`src/hdl/chbd_pkg.sv`:
```
package chbd_pkg;

  localparam int SIZE_BITS = 32;
  localparam int QUEUE_DEPTH = 4;

  localparam logic [7:0] CH_ZERO = 8'h30;
  localparam logic [7:0] CH_NINE = 8'h39;
  localparam logic [7:0] CH_LOWER_A = 8'h61;
  localparam logic [7:0] CH_LOWER_F = 8'h66;
  localparam logic [7:0] CH_LOWER_Z = 8'h7a;
  localparam logic [7:0] CH_UPPER_A = 8'h41;
  localparam logic [7:0] CH_UPPER_F = 8'h46;
  localparam logic [7:0] CH_UPPER_Z = 8'h5a;
  localparam logic [7:0] HEX_LETTER_BASE = 8'd10;

  localparam logic [4:0] HEX_NONE = 5'd16;

  localparam logic [1:0] ST_OK = 2'd0;
  localparam logic [1:0] ST_TRUNCATED = 2'd1;
  localparam logic [1:0] ST_OVERFLOW = 2'd2;

  typedef struct packed {
    logic [7:0] data;
    logic       payload;
    logic       last;
    logic [1:0] status;
  } item_t;

  function automatic logic is_alnum(input logic [7:0] c);
    return c inside {[CH_ZERO:CH_NINE], [CH_LOWER_A:CH_LOWER_Z], [CH_UPPER_A:CH_UPPER_Z]};
  endfunction

  function automatic logic [4:0] hex_digit(input logic [7:0] c);
    logic [4:0] v;
    v = HEX_NONE;
    if (c inside {[CH_ZERO:CH_NINE]}) begin
      v = 5'(c - CH_ZERO);
    end else if (c inside {[CH_LOWER_A:CH_LOWER_F]}) begin
      v = 5'(c - CH_LOWER_A + HEX_LETTER_BASE);
    end else if (c inside {[CH_UPPER_A:CH_UPPER_F]}) begin
      v = 5'(c - CH_UPPER_A + HEX_LETTER_BASE);
    end
    return v;
  endfunction

endpackage

```
`src/hdl/chbd_byte_if.sv`:
```
interface chbd_byte_if;
  logic       valid;
  logic       ready;
  logic [7:0] in_byte;
  logic       in_last;

  modport source (output valid, output in_byte, output in_last, input ready);
  modport sink (input valid, input in_byte, input in_last, output ready);
endinterface

```
`src/hdl/chbd_result_if.sv`:
```
interface chbd_result_if;
  logic       valid;
  logic       ready;
  logic [7:0] out_byte;
  logic       is_payload;
  logic       body_end;
  logic [1:0] end_status;

  modport source (output valid, output out_byte, output is_payload, output body_end,
                  output end_status, input ready);
  modport sink (input valid, input out_byte, input is_payload, input body_end,
                input end_status, output ready);
endinterface

```
`src/hdl/chbd_cfg_if.sv`:
```
interface chbd_cfg_if;
  logic valid;
  logic ready;
  logic chunked_mode;

  modport source (output valid, output chunked_mode, input ready);
  modport sink (input valid, input chunked_mode, output ready);
endinterface

```
`src/hdl/chbd_front.sv`:
```
module chbd_front (
  input  logic           clk,
  input  logic           rst,
  input  logic           fire,
  input  logic [7:0]     in_byte,
  input  logic           in_last,
  input  logic           cfg_we,
  input  logic           cfg_data,
  output logic           push,
  output chbd_pkg::item_t item
);

  localparam logic [1:0] PH_SKIP = 2'd0;
  localparam logic [1:0] PH_SIZE = 2'd1;
  localparam logic [1:0] PH_DROP = 2'd2;
  localparam logic [1:0] PH_PAYLOAD = 2'd3;
  localparam int SB = chbd_pkg::SIZE_BITS;

  logic          mode;
  logic [1:0]    phase, phase_next;
  logic [SB-1:0] size_value, size_value_next;
  logic          hex_stopped, hex_stopped_next;
  logic [1:0]    drop_count, drop_count_next;
  logic [SB-1:0] bytes_left, bytes_left_next;
  logic          finished, finished_next;

  logic          alnum;
  logic [4:0]    hv;
  logic          pay, body_end, clear_body;
  logic [1:0]    status;

  assign alnum = chbd_pkg::is_alnum(in_byte);
  assign hv = chbd_pkg::hex_digit(in_byte);

  always_comb begin
    phase_next = phase;
    size_value_next = size_value;
    hex_stopped_next = hex_stopped;
    drop_count_next = drop_count;
    bytes_left_next = bytes_left;
    finished_next = finished;
    pay = 1'b0;
    body_end = 1'b0;
    status = chbd_pkg::ST_OK;
    clear_body = 1'b0;
    if (fire) begin
      if (!mode) begin
        pay = 1'b1;
        body_end = in_last;
        clear_body = in_last;
      end else if (finished) begin
        clear_body = in_last;
      end else begin
        case (phase)
          PH_SIZE: begin
            if (alnum) begin
              if (!hex_stopped) begin
                if (hv[4]) begin
                  hex_stopped_next = 1'b1;
                end else if (size_value[SB-1 -: 4] != '0) begin
                  body_end = 1'b1;
                  status = chbd_pkg::ST_OVERFLOW;
                end else begin
                  size_value_next = {size_value[SB-5:0], hv[3:0]};
                end
              end
            end else if (size_value == '0) begin
              body_end = 1'b1;
              status = chbd_pkg::ST_OK;
            end else begin
              bytes_left_next = size_value;
              drop_count_next = 2'd1;
              phase_next = PH_DROP;
            end
          end
          PH_DROP: begin
            drop_count_next = (drop_count != 2'd0) ? drop_count - 2'd1 : drop_count;
            if (drop_count_next == 2'd0) begin
              phase_next = PH_PAYLOAD;
            end
          end
          PH_PAYLOAD: begin
            pay = 1'b1;
            bytes_left_next = (bytes_left != '0) ? bytes_left - SB'(1) : bytes_left;
            if (bytes_left_next == '0) begin
              phase_next = PH_SKIP;
            end
          end
          default: begin
            phase_next = PH_SKIP;
            if (alnum) begin
              phase_next = PH_SIZE;
              hex_stopped_next = hv[4];
              size_value_next = hv[4] ? '0 : SB'(hv[3:0]);
            end
          end
        endcase
        if (body_end) begin
          finished_next = 1'b1;
        end
        if (in_last && !body_end) begin
          body_end = 1'b1;
          status = (phase_next == PH_SIZE && size_value_next == '0) ?
                   chbd_pkg::ST_OK : chbd_pkg::ST_TRUNCATED;
        end
        clear_body = in_last;
      end
      if (clear_body) begin
        phase_next = PH_SKIP;
        size_value_next = '0;
        hex_stopped_next = 1'b0;
        drop_count_next = 2'd0;
        bytes_left_next = '0;
        finished_next = 1'b0;
      end
    end
  end

  assign push = pay | body_end;
  assign item.data = in_byte;
  assign item.payload = pay;
  assign item.last = body_end;
  assign item.status = status;

  always_ff @(posedge clk) begin
    if (rst) begin
      mode <= 1'b1;
      phase <= PH_SKIP;
      size_value <= '0;
      hex_stopped <= 1'b0;
      drop_count <= 2'd0;
      bytes_left <= '0;
      finished <= 1'b0;
    end else begin
      if (cfg_we) begin
        mode <= cfg_data;
      end
      phase <= phase_next;
      size_value <= size_value_next;
      hex_stopped <= hex_stopped_next;
      drop_count <= drop_count_next;
      bytes_left <= bytes_left_next;
      finished <= finished_next;
    end
  end

  // A byte marked last always leaves the framing state as after reset.
  a_last_rearms: assert property (@(posedge clk) disable iff (rst)
    fire && in_last |=> phase == PH_SKIP && !finished && bytes_left == '0)
    else $error("chunk state not rearmed after last byte");

  // Once the body is closed, decoding emits nothing until the next last byte.
  a_quiet_after_end: assert property (@(posedge clk) disable iff (rst)
    mode && finished && !in_last |-> !push)
    else $error("result emitted after body end");

  // A payload phase always has bytes still to forward.
  a_payload_count: assert property (@(posedge clk) disable iff (rst)
    phase == PH_PAYLOAD |-> bytes_left != '0)
    else $error("payload phase with no bytes left");

endmodule

```
`src/hdl/chbd_fifo.sv`:
```
module chbd_fifo (
  input  logic            clk,
  input  logic            rst,
  input  logic            push,
  input  chbd_pkg::item_t push_item,
  input  logic            pop,
  output chbd_pkg::item_t head,
  output logic            full,
  output logic            empty
);

  localparam int DEPTH = chbd_pkg::QUEUE_DEPTH;
  localparam int PTR_W = (DEPTH > 1) ? $clog2(DEPTH) : 1;
  localparam int CNT_W = $clog2(DEPTH + 1);

  chbd_pkg::item_t mem [DEPTH];
  logic [PTR_W-1:0] wr_ptr, rd_ptr;
  logic [CNT_W-1:0] count;
  logic             do_push, do_pop;

  assign full = (count == CNT_W'(DEPTH));
  assign empty = (count == '0);
  assign do_push = push && !full;
  assign do_pop = pop && !empty;
  assign head = mem[rd_ptr];

  always_ff @(posedge clk) begin
    if (do_push) begin
      mem[wr_ptr] <= push_item;
    end
  end

  always_ff @(posedge clk) begin
    if (rst) begin
      wr_ptr <= '0;
      rd_ptr <= '0;
      count <= '0;
    end else begin
      if (do_push) begin
        wr_ptr <= (wr_ptr == PTR_W'(DEPTH - 1)) ? '0 : wr_ptr + PTR_W'(1);
      end
      if (do_pop) begin
        rd_ptr <= (rd_ptr == PTR_W'(DEPTH - 1)) ? '0 : rd_ptr + PTR_W'(1);
      end
      case ({do_push, do_pop})
        2'b10: count <= count + CNT_W'(1);
        2'b01: count <= count - CNT_W'(1);
        default: count <= count;
      endcase
    end
  end

  a_no_push_full: assert property (@(posedge clk) disable iff (rst)
    !(push && full))
    else $error("request pushed into full queue");

  a_no_pop_empty: assert property (@(posedge clk) disable iff (rst)
    !(pop && empty))
    else $error("request popped from empty queue");

  a_count_range: assert property (@(posedge clk) disable iff (rst)
    count <= CNT_W'(DEPTH))
    else $error("queue count out of range");

endmodule

```
`src/hdl/chbd_back.sv`:
```
module chbd_back (
  input  logic                  clk,
  input  logic                  rst,
  input  chbd_pkg::item_t       head,
  input  logic                  empty,
  output logic                  pop,
  chbd_result_if.source         tx
);

  logic       vld;
  logic [7:0] data;
  logic       payload;
  logic       last;
  logic [1:0] status;

  assign pop = !empty && (!vld || tx.ready);

  always_ff @(posedge clk) begin
    if (rst) begin
      vld <= 1'b0;
    end else if (pop) begin
      vld <= 1'b1;
    end else if (tx.ready) begin
      vld <= 1'b0;
    end
  end

  always_ff @(posedge clk) begin
    if (pop) begin
      data <= head.payload ? head.data : 8'd0;
      payload <= head.payload;
      last <= head.last;
      status <= head.last ? head.status : chbd_pkg::ST_OK;
    end
  end

  assign tx.valid = vld;
  assign tx.out_byte = data;
  assign tx.is_payload = payload;
  assign tx.body_end = last;
  assign tx.end_status = status;

  // Every request leaving the block carries a payload byte or closes the body.
  a_result_nonempty: assert property (@(posedge clk) disable iff (rst)
    vld |-> payload || last)
    else $error("empty request presented");

endmodule

```
`src/hdl/http_chunked_body_decoder.sv`:
```
// A request reaches tx through the queue and then the output register after its byte is accepted.
// Throughput: one byte per cycle; rx.ready is low only while the four-entry
// queue between the framing decoder and the output register is full.
// Bytes that produce no request leave nothing in the queue.
// Reset (rst, synchronous) selects chunked mode, clears the framing state
// and empties the queue; cfg is always ready.
module http_chunked_body_decoder (
  input logic          clk,
  input logic          rst,
  chbd_byte_if.sink    rx,
  chbd_result_if.source tx,
  chbd_cfg_if.sink     cfg
);

  logic            fire;
  logic            push;
  chbd_pkg::item_t push_item;
  chbd_pkg::item_t head;
  logic            full, empty, pop;

  assign rx.ready = !full;
  assign fire = rx.valid && rx.ready;
  assign cfg.ready = 1'b1;

  chbd_front u_front (
    .clk      (clk),
    .rst      (rst),
    .fire     (fire),
    .in_byte  (rx.in_byte),
    .in_last  (rx.in_last),
    .cfg_we   (cfg.valid && cfg.ready),
    .cfg_data (cfg.chunked_mode),
    .push     (push),
    .item     (push_item)
  );

  chbd_fifo u_fifo (
    .clk       (clk),
    .rst       (rst),
    .push      (push),
    .push_item (push_item),
    .pop       (pop),
    .head      (head),
    .full      (full),
    .empty     (empty)
  );

  chbd_back u_back (
    .clk   (clk),
    .rst   (rst),
    .head  (head),
    .empty (empty),
    .pop   (pop),
    .tx    (tx)
  );

endmodule
```
`src/flat_wrapper.sv`:
```
// flat-port wrapper written by rule: the top's interface ports become plain ports
module http_chunked_body_decoder_flat 
  (clk, rst, rx_valid, rx_in_byte, rx_in_last, rx_ready, tx_valid, tx_out_byte, tx_is_payload, tx_body_end, tx_end_status, tx_ready, cfg_valid, cfg_chunked_mode, cfg_ready);
  chbd_byte_if rx_i ();
  chbd_result_if tx_i ();
  chbd_cfg_if cfg_i ();
  input logic clk;
  input logic rst;
  input wire logic [$bits(rx_i.valid)-1:0] rx_valid;
  input wire logic [$bits(rx_i.in_byte)-1:0] rx_in_byte;
  input wire logic [$bits(rx_i.in_last)-1:0] rx_in_last;
  output wire logic [$bits(rx_i.ready)-1:0] rx_ready;
  output wire logic [$bits(tx_i.valid)-1:0] tx_valid;
  output wire logic [$bits(tx_i.out_byte)-1:0] tx_out_byte;
  output wire logic [$bits(tx_i.is_payload)-1:0] tx_is_payload;
  output wire logic [$bits(tx_i.body_end)-1:0] tx_body_end;
  output wire logic [$bits(tx_i.end_status)-1:0] tx_end_status;
  input wire logic [$bits(tx_i.ready)-1:0] tx_ready;
  input wire logic [$bits(cfg_i.valid)-1:0] cfg_valid;
  input wire logic [$bits(cfg_i.chunked_mode)-1:0] cfg_chunked_mode;
  output wire logic [$bits(cfg_i.ready)-1:0] cfg_ready;
  assign rx_i.valid = rx_valid;
  assign rx_i.in_byte = rx_in_byte;
  assign rx_i.in_last = rx_in_last;
  assign rx_ready = rx_i.ready;
  assign tx_valid = tx_i.valid;
  assign tx_out_byte = tx_i.out_byte;
  assign tx_is_payload = tx_i.is_payload;
  assign tx_body_end = tx_i.body_end;
  assign tx_end_status = tx_i.end_status;
  assign tx_i.ready = tx_ready;
  assign cfg_i.valid = cfg_valid;
  assign cfg_i.chunked_mode = cfg_chunked_mode;
  assign cfg_ready = cfg_i.ready;
  http_chunked_body_decoder u_core (.clk(clk), .rst(rst), .rx(rx_i), .tx(tx_i), .cfg(cfg_i));
endmodule
```
`config.mk`:
```
export PLATFORM = sky130hd
export DESIGN_NAME = http_chunked_body_decoder_flat
export DESIGN_NICKNAME = d
export VERILOG_FILES = /design/src/hdl/chbd_pkg.sv /design/src/hdl/chbd_byte_if.sv /design/src/hdl/chbd_result_if.sv /design/src/hdl/chbd_cfg_if.sv /design/src/hdl/chbd_front.sv /design/src/hdl/chbd_fifo.sv /design/src/hdl/chbd_back.sv /design/src/hdl/http_chunked_body_decoder.sv /design/src/flat_wrapper.sv
export SDC_FILE = /design/constraint.sdc
export NUM_CORES = 1
export LEC_CHECK = 0
export BUFFER_PORTS_ARGS = -buffer_cell sky130_fd_sc_hd__buf_2
export CAP_MARGIN = 20
export CELL_PAD_IN_SITES_DETAIL_PLACEMENT = 1
export CELL_PAD_IN_SITES_GLOBAL_PLACEMENT = 1
export CORE_UTILIZATION = 36
export CTS_CLUSTER_DIAMETER = 120
export DETAILED_ROUTE_END_ITERATION = 10
export GPL_TIMING_DRIVEN = 0
export PLACE_DENSITY = 0.67
export SETUP_SLACK_MARGIN = 0.2
export SYNTH_ARGS = -nofsm -noshare
export SYNTH_HDL_FRONTEND = slang
export SYNTH_HIERARCHICAL = 1
export SYNTH_SLANG_ARGS = --single-unit
```
`constraint.sdc`:
```
create_clock -name clk -period 3.5 [get_ports clk]
set_input_delay 0.175 -clock clk [delete_from_list [all_inputs] [get_ports clk]]
set_output_delay 0.175 -clock clk [all_outputs]
set_load 0.02 [all_outputs]
```
; Word-level counts from Yosys, hierarchy flattened
; Memory sizes are Yosys's and may differ from the RTL's. A register that Yosys moved wholly into a read port is not among the register bits.
; Index checks and enable logic that the tools add are counted.
[totals]
reg_bits = 91
mem_bits_rw = 48
out_inout_bits = 15
wordCells = 177
mem_count = 1
[op_classes]
add_sub_neg = 11
order_cmp = 8
eq_ne = 13
mux = 91
bitwise = 1
reduce_logical = 37
[mem_list]
columns = memory, depth, word_bits, rd, rd_ports_with_merged_regs, wr, line
row1 = u_core.u_fifo.mem, 4, 12, 1, 1, 1, chbd_fifo.sv:16  ; chbd_pkg::item_t mem [DEPTH];
[op_table]
columns = op, n
row1 = 32-bit 2-to-1 mux, 17
row2 = 32-bit one-hot mux with 2 select lines, 2
row3 = 32-bit logical NOT, 3
row4 = 2-bit 2-to-1 mux, 29
row5 = 1-bit 2-to-1 mux, 35
row6 = "8-bit by 7-bit <= comparator with 1-bit output, second input constant", 4
row7 = 32-bit nonzero test, 1
row8 = "32-bit by 1-bit subtractor with 32-bit output, second input constant", 1
row9 = "8-bit by 7-bit >= comparator with 1-bit output, second input constant", 2
row10 = 5-bit 2-to-1 mux, 3
row11 = 6-bit AND reduction, 2
row12 = 1-bit logical AND, 11
row13 = "5-bit by 4-bit adder with 5-bit output, second input constant", 2
row14 = "2-bit == test, second input constant", 5
row15 = 2-bit nonzero test, 5
row16 = "5-bit by 1-bit subtractor with 5-bit output, second input constant", 2
row17 = 3-bit nonzero test, 3
row18 = "8-bit by 6-bit >= comparator with 1-bit output, second input constant", 1
row19 = "8-bit by 6-bit <= comparator with 1-bit output, second input constant", 1
row20 = "2-bit by 1-bit == test with 1-bit output, second input constant", 3
row21 = "3-bit inequality test, second input constant", 2
row22 = 2-bit one-hot mux with 3 select lines, 1
row23 = 3-bit one-hot mux with 2 select lines, 1
row24 = 5-bit AND reduction, 1
row25 = other kinds (19), 24

; Longest topological paths before layout
; Gate-level depths: netlist (run 1).
[depth]
depth_word = 22
ltp_mapped = 18
depth_no_buf = 18

; Cells and area by module
; The synthesis (run 1) kept the hierarchy.
[by_module_without_submodules]
columns = mod, n_inst, cells_per_inst, area_each_um2, seq_area_each_um2
row1 = chbd_front, 1, 657, 4762.1, 1421.4
row2 = chbd_fifo, 1, 116, 2220.9, 1621.6
row3 = chbd_back, 1, 26, 479.2, 380.4
row4 = http_chunked_body_decoder, 1, 4, 21.3, 0.0

; Least setup slack after synthesis (run 1)
; Ideal clock, no wire load.
[synth_timing]
path_kind = input -> register
start = in rx_in_byte[0]
end = reg u_core.u_fifo.count[2]
setup_time_ps = 70
arrival_time_ps = 3433
required_ps = 3430
path_slack_ps = -3
stages = 17
path_buffers = 0
cell_sequence = inv_1 -> ha_1 -> or3b_2 -> o2bb2ai_1 -> o211ai_1 -> or3_1 -> a211oi_1 -> o211a_1 -> or2_2 -> and2_4 -> inv_1 -> ha_1 -> inv_1 -> fa_1 -> xor2_1 -> or3_2 -> a21oi_1
[synth_via]
elab_chain_cells = 22
elab_cells_between_ends = 41
cone_classes = add/sub: 5 / order compare: 8 / eq/ne: 2 / mux: 15 / bitwise: 1 / reduce/logical: 10
[synth_rtl]
columns = element, line
row1 = "start, declared", flat_wrapper.sv:10  ; input wire logic [$bits(rx_i.in_byte)-1:0] rx_in_byte;
row2 = "5-bit by 1-bit subtractor with 5-bit output, or another cell as far along", "chbd_pkg.sv:39, chbd_pkg.sv:41"
row3 = 5-bit by 4-bit adder with 5-bit output or 1-bit logical AND (tied branches), "chbd_pkg.sv:39, chbd_pkg.sv:41, chbd_pkg.sv:40"
row4 = 5-bit 2-to-1 mux, chbd_pkg.sv:40  ; end else if (c inside {[CH_UPPER_A:CH_UPPER_F]}) begin
row5 = 5-bit 2-to-1 mux, chbd_pkg.sv:38  ; end else if (c inside {[CH_LOWER_A:CH_LOWER_F]}) begin
row6 = 5-bit 2-to-1 mux, chbd_pkg.sv:36  ; if (c inside {[CH_ZERO:CH_NINE]}) begin
row7 = 1-bit 2-to-1 mux, chbd_front.sv:58  ; if (hv[4]) begin
row8 = 1-bit 2-to-1 mux, chbd_front.sv:57  ; if (!hex_stopped) begin
row9 = 1-bit 2-to-1 mux (*), chbd_front.sv:56  ; if (alnum) begin
row10 = [8 not listed], --
row11 = 1-bit 2-to-1 mux (*), chbd_front.sv:47  ; if (!mode) begin
row12 = 1-bit 2-to-1 mux (*), chbd_front.sv:46  ; if (fire) begin
row13 = via u_core.u_front.body_end, chbd_front.sv:29  ; logic pay, body_end, clear_body;
row14 = 1-bit OR (*), chbd_front.sv:119  ; assign push = pay | body_end;
row15 = via u_core.push, http_chunked_body_decoder.sv:16  ; logic push;
row16 = 1-bit logical AND (*), chbd_fifo.sv:23  ; assign do_push = push && !full;
row17 = 2-bit by 1-bit == test with 1-bit output or 2-bit == test (tied branches), chbd_fifo.sv:45  ; case ({do_push, do_pop})
row18 = 3-bit one-hot mux with 2 select lines or 2-bit nonzero test (tied branches), --
row19 = "end signal, assigned", chbd_fifo.sv:46  ; 2'b10: count <= count + CNT_W'(1);
row20 = "end signal, assigned", chbd_fifo.sv:47  ; 2'b01: count <= count - CNT_W'(1);
row21 = "end signal, assigned", chbd_fifo.sv:48  ; default: count <= count;
row22 = "end, declared", chbd_fifo.sv:18  ; logic [CNT_W-1:0] count;
; Mark *: on every way through the listed nets, which the timed path passes. The rest lies on a longest branch. The select of a mux whose other input is x is not followed.
; A chain may end at the register's enable or synchronous reset.

==> results.txt, run 1 <==
Netlist Area Pre-Place: 7480 µm²
Synth Warn #: 6
clock sinks: 141
Post-Syn Nets: 830
Hold Crit Depth: 2
DRT Wirelength: 25300 µm
Final Cycle Share: 95.8%
met1 Use GR: 32.5%
clock buffer depth: 2
synthesized area per cell: 9.32 µm²
hpwl dp: 17100 µm
Worst EP required: 3700 ps
Yosys cell types: 81
area share of the largest cell type after synthesis: 24.1%
GR Util All Layers: 24.4%
largest net degree at the start of global routing: 19
routed vias: 6781
final net count: 911
setup violators final: 0
Die Wd: 146 µm
power per cell area: 510 nW/µm²
Ant. Diodes: 0
static leakage: 3.32 nW
Initial Utilization: 36.9%
biggest area consumer among synthesized cells: edfxtp_1
GR Overflow Total: 0
CTS tree: done
count leader, synth: nor2_1
HP Class: in2reg
initial antenna violation count: 0
Worst-Margin Slew: 873 ps
Rel. slew slack: 41.8%
post-route minimum period: 3350 ps
most frequent cells after synthesis: nor2_1 (88), dfxtp_1 (81), a21oi_1 (69)
Clock Latency Late Sink: 430 ps
Critical Path Start Type: register
vias in the first global route: 6902
GR Util met2: 39.7%
1st-iter DRT viols: 539
EDFF count, synth: 60
FF-to-FF End: u_core/u_fifo/mem[1][0]$_DFFE_PP_
Slew Limit Fails: 0
Core ar.: 20300 µm²
FF+latch count, synth: 141
Pre-antenna DRT Iters: 7
total power: 4.71 mW
Buffers on Ports: 26
first-pass GRT wire length: 40100 µm
Post-synth ARST share: 0%
WHS Endpoint: u_core/u_back/tx.valid$_SDFFE_PP0P_
Layout Skew: 11.2 ps
Max Cap Violations: 0
Hold Fails Final Rpt: 0
RSZ-0062 raised after global routing: yes
most area-consuming cells after synthesis: edfxtp_1 (24%), dfxtp_1 (22%), a21oi_1 (4.6%)
post-synthesis sequential area ratio: 45.7%
Die H: 146 µm
Most used DFF post-synth: dfxtp_1
busiest grt layer: met2
layout overhead on the synthesized area: 23.5%
Cells after Synth: 803
H-tree depth: 4
status: completed
routed len/inst: 21.6 µm
reg2reg start: u_core/u_front/bytes_left[6]$_SDFFE_PP0P_
Worst R2R Path Depth: 10
Worst setup EP type: register
Crit Path Max Fanout: 5
GPL Wtd Cong: 0.897
CTS Buf Count: 17
Rows: 52
FF-to-FF setup slack: 150 ps
antenna violation net count after detailed routing: 0
DRC viols: 0
Die Footprint: 21400 µm²
layout cells sized above 1: 23.0%
met3 usage: 3.78%
Final Instance Area: 9240 µm²
peak supply drop: 0.330 mV
Arr. time, crit path: 3550 ps
critical path class: reg2reg
vias per inst: 5.81
root buffer cell: clkbuf_16
io pins: 30
Max Fclk: 0.298 GHz
hold path start: rst
DP Area: 8000 µm²
Worst-path clk slew: 70 ps
==> cell usage in the layout (no fill, tap or decap), types with 20 or more instances in the layout <==
cell	synthesis	layout
buf_2	8	29
nor2_1	88	88
nand2_1	65	63
clkbuf_1	35	28
edfxtp_1	60	60
a22oi_1	30	30
dfxtp_1	81	73
a21oi_1	69	68
inv_1	26	20
nor3_1	24	21
o21ai_0	43	42
buf_4	12	43
==> timing repair <==
action | CTS | global route
hold buffers | 4 | 0
buffers inserted | 26 | 6
endpoints found under the setup margin | 66 | 65
endpoints found under the hold margin | 9 | 0
pin swaps | 23 | 2
resized for setup | 68 | 20
==> layer usage <==
layer  vias to the layer above  share of wire, %  wire length (µm)
met1                      3394                46             11600
met5                         -                 0                 0
met4                         0               2.8               706
met2                       159                48             12000
met3                        52               3.7               944
li1                       3176                 -                 -
==> how the worst max path moves through the flow <==
stage	from	end	slack [ps]	cells after the start
2_1_floorplan	rx_in_byte[1]	u_core/u_fifo/count[2]$_SDFFE_PP0P_	210	17
3_3_place_gp	u_core/u_front/bytes_left[0]$_SDFFE_PP0P_	u_core/u_fifo/mem[0][0]$_DFFE_PP_	-570	12
3_5_place_dp	u_core/u_front/bytes_left[0]$_SDFFE_PP0P_	u_core/u_fifo/mem[1][0]$_DFFE_PP_	-620	12
4_1_cts	u_core/u_front/bytes_left[4]$_SDFFE_PP0P_	u_core/u_fifo/mem[1][0]$_DFFE_PP_	160	9
5_1_grt	u_core/u_front/bytes_left[9]$_SDFFE_PP0P_	u_core/u_front/bytes_left[29]$_SDFFE_PP0P_	70	12
6_report	u_core/u_front/bytes_left[6]$_SDFFE_PP0P_	u_core/u_fifo/mem[1][0]$_DFFE_PP_	150	10
==> cells by family after synthesis <==
family,synth area share [%]
simple gates,21.7
compound gates,19.7
flops,45.7
buf+inv,5.05
mux,4.68
fa+ha+maj,2.11
xor+xnor,0.936
other cells,0.0501
==> final cells by class <==
cell class / instances / area (µm²)
fill: 2341 / 11100
multi-input combinational: 578 / 3990
tap: 270 / 338
clock inverter: 15 / 175
clock buffer: 17 / 425
inverter: 26 / 103
buffer: 58 / 342
timing repair buffer: 62 / 423
sequential: 141 / 3450
==> through the flow <==
stage | setup TNS, ps | util (%) | std cells | setup slack, ps | hold slack, ps
6_report | 0 | 45.5 | 1167 | 147 | 27.2
3_3_place_gp | -2910 | 39.4 | 1099 | -570 | 382
3_5_place_dp | -3210 | 39.4 | 1099 | -624 | 387
4_1_cts | 0 | 44.9 | 1161 | 158 | 4.22
5_1_grt | 0 | 45.5 | 1167 | 68.9 | 22.0
2_1_floorplan | 0 | - | 803 | 206 | 237
==> power by group <==
part,internal (mW),switching [mW]
registers,1.91,0.0641
clock network,0.971,0.863
logic,0.352,0.547
total,3.24,1.47
==> flip-flops by register name (all words and copies together), names as in the netlist, named ones only <==
register / count
u_core/u_front/finished: 1
u_core/u_fifo/wr_ptr: 2
u_core/u_front/drop_count: 2
u_core/u_front/hex_stopped: 1
u_core/u_front/phase: 2
u_core/u_back/tx.end_status: 2
u_core/u_front/size_value: 32
u_core/u_back/tx.body_end: 1
u_core/u_fifo/mem: 48
u_core/u_back/tx.out_byte: 8
u_core/u_front/bytes_left: 32
u_core/u_fifo/count: 3
u_core/u_fifo/rd_ptr: 2
u_core/u_back/tx.is_payload: 1
u_core/u_front/mode: 1
u_core/u_back/tx.valid: 1
==> worst max-delay path: stages (launching register included) <==
cell and delay (ps):
dfxtp_1 380, or4_4 510, buf_6 150, buf_12 120, or4_4 550, nor3_4 200
nand3_2 140, a221oi_4 350, nand4_4 150, o211a_4 200, a2111oi_4 370
No activity file was read; power rests on OpenSTA's default activity.
==> run 2: changes to the inputs <==
--- a/config.mk
+++ b/config.mk
@@ -14,7 +14,6 @@
 export DETAILED_ROUTE_END_ITERATION = 10
 export GPL_TIMING_DRIVEN = 0
 export PLACE_DENSITY = 0.67
-export SETUP_SLACK_MARGIN = 0.2
 export SYNTH_ARGS = -nofsm -noshare
 export SYNTH_HDL_FRONTEND = slang
 export SYNTH_HIERARCHICAL = 1
==> results.txt, run 2 (synthesis gave the netlist of run 1 again) <==
routed vias: 6734
DRT Wirelength: 24600 µm
Die H: 146 µm
Final Util: 44.6%
met1 Use GR: 31.3%
peak supply drop: 0.358 mV
H-tree depth: 4
Fillers: 2364
Core ar.: 20300 µm²
HP Class: in2reg
Max Fclk: 0.290 GHz
clock sinks: 141
most frequent cells in the layout: nor2_1 (86), dfxtp_1 (76), a21oi_1 (65), nand2_1 (63), edfxtp_1 (60)
Crit-path slowest cell: or4_1
Crit Path Max Fanout: 6
Clock Latency Late Sink: 430 ps
final net count: 901
clock buffer depth: 2
Rel. slew slack: 43.6%
Max stage delay on crit path: 480 ps
Final Instance Area: 9060 µm²
Worst-path clk slew: 70 ps
Sw Pwr: 1.49 mW
vias per inst: 5.82
sequential power share: 41.9%
Final Cycle Share: 98.5%
setup violators final: 0
commonest non-fill, non-tap cell in the layout: nor2_1
DRC viols: 0
vias in the first global route: 6710
post-route minimum period: 3450 ps
status: completed
Worst-Margin Slew: 846 ps
initial antenna violation count: 0
Layout Skew: 15.8 ps
root buffer cell: clkbuf_16
layout cells sized above 1: 20.6%
total power: 4.74 mW
Worst EP required: 3860 ps
1st-iter DRT viols: 447
clock power share: 38.7%
busiest grt layer: met2
DP Cell Count: 1099
routed len/inst: 21.2 µm
top flop regs: u_core/u_fifo/mem x48, u_core/u_front/bytes_left x32, u_core/u_front/size_value x32
GPL Wtd Cong: 0.901
io pins: 30
Comb pwr share: 19.4%
Min Hold Slack: 38.7 ps
Slew Limit Fails: 0
largest net degree at the start of global routing: 19
Cell Int Power: 3.25 mW
Arr. time, crit path: 3810 ps
RSZ-0062 raised after global routing: yes
CTS tree: done
Critical Path Start Type: register
GR Util All Layers: 23.3%
DP Area: 7960 µm²
met3 usage: 3.66%
Worst setup EP type: register
first-pass GRT wire length: 38300 µm
GR Overflow Total: 0
Hold Fails Final Rpt: 0
Die Wd: 146 µm
worst path buffer plus inverter count: 2
max FFs per register: 48
Initial Utilization: 36.9%
power per cell area: 523 nW/µm²
Max Cap Violations: 0
Pre-antenna DRT Iters: 5
Ant. Diodes: 0
Storage cell area: 3440 µm²
Rows: 52
CP cell instances: or4_1 > or3_4 > nor3_4 > nand2_2 > a211oi_4 > o211a_1 > or2_4 > and2_4 > inv_2 > ha_4 > inv_2 > fa_2 > xor2_2 > or3_4 > a21oi_2
CTS Buf Count: 17
antenna violation net count after detailed routing: 0
layout overhead on the synthesized area: 21.0%
crit-path leading delay family: simple AND/OR/NAND/NOR gates
hpwl dp: 17200 µm
Switching Fraction: 31.4%
GR Util met2: 37.7%
Buffers on Ports: 26
static leakage: 3.24 nW
final non-filler cell total: 1157
most flop-heavy register: u_core/u_fifo/mem
multi-input logic area: 3930 µm²
Die Footprint: 21400 µm²
critical path class: reg2reg
==> run 2: cell types whose count changed in the layout (fill, tap and decap cells not counted), sizes merged <==
cell and delta:
inv +1, clkinvlp -1, clkbuf -4, buf -6
==> run 2: through the flow <==
stage                     TNS, ps  setup WS (ps)
final                           0           52.5
after floorplan                 0           17.8
after global routing         -508           -101
after global placement     -10170           -624
after CTS                       0           2.82
after detailed placement   -12720           -670
==> run 2: power groups by stage <==
stage	sequential (mW)	combinational, mW	clock (mW)
3_3_place_gp	2.02	0.825	0
5_1_grt	2.00	1.00	1.93
4_1_cts	1.99	0.865	1.86
2_1_floorplan	2.12	0.503	0
3_5_place_dp	2.02	0.845	0
6_report	1.98	0.920	1.83
==> run 2: final cells by class <==
cell class	count	area share, %
Timing Repair Buffer	56	4.03
Clock inverter	15	1.92
Tap cell	270	3.73
Clock buffer	17	4.70
Multi-Input combinational cell	578	43.4
Sequential cell	141	37.9
Buffer	54	3.18
Inverter	26	1.08
==> run 2: final timing paths <==
| check | from | endpoint | slack (ps) | cells past startpoint |
|---|---|---|---|---|
| worst max-delay path | u_core/u_front/size_value[6]$_SDFFE_PP0P_ | u_core/u_fifo/count[2]$_SDFFE_PP0P_ | 50 | 15 |
| worst max register to register | u_core/u_front/size_value[6]$_SDFFE_PP0P_ | u_core/u_fifo/count[2]$_SDFFE_PP0P_ | 50 | 15 |
| worst min-delay path | tx_ready | u_core/u_back/tx.valid$_SDFFE_PP0P_ | 40 | 3 |
| worst min register to register | u_core/u_front/drop_count[0]$_SDFFE_PP0P_ | u_core/u_front/drop_count[1]$_SDFFE_PP0P_ | 480 | 2 |
==> run 2: layer usage <==
metal / routed length [µm] / vias to the layer above
li1: - / 3153
met2: 11700 / 169
met5: 0 / -
met1: 11300 / 3372
met4: 507 / 0
met3: 972 / 40
==> run 2: worst reg2reg max path, delay by kind of cell, from the launching register on <==
family | cells | cell delay [ps]
DFF | 1 | 390
adders and majority gates | 2 | 370
and+or+nand+nor | 7 | 1850
xor gates and xnor gates | 1 | 80
buffers and inverters | 2 | 100
AOI/OAI and AO/OA | 3 | 580
==> run 2: timing repair <==
| action | in CTS | in global routing |
|---|---|---|
| cloned | 0 | 0 |
| setup endpoints to repair | 76 | 35 |
| endpoints found under the hold margin | 10 | 0 |
| pin swaps | 8 | 17 |
| hold buffers | 4 | 0 |
| resized for setup | 30 | 35 |
| buffers inserted | 20 | 10 |
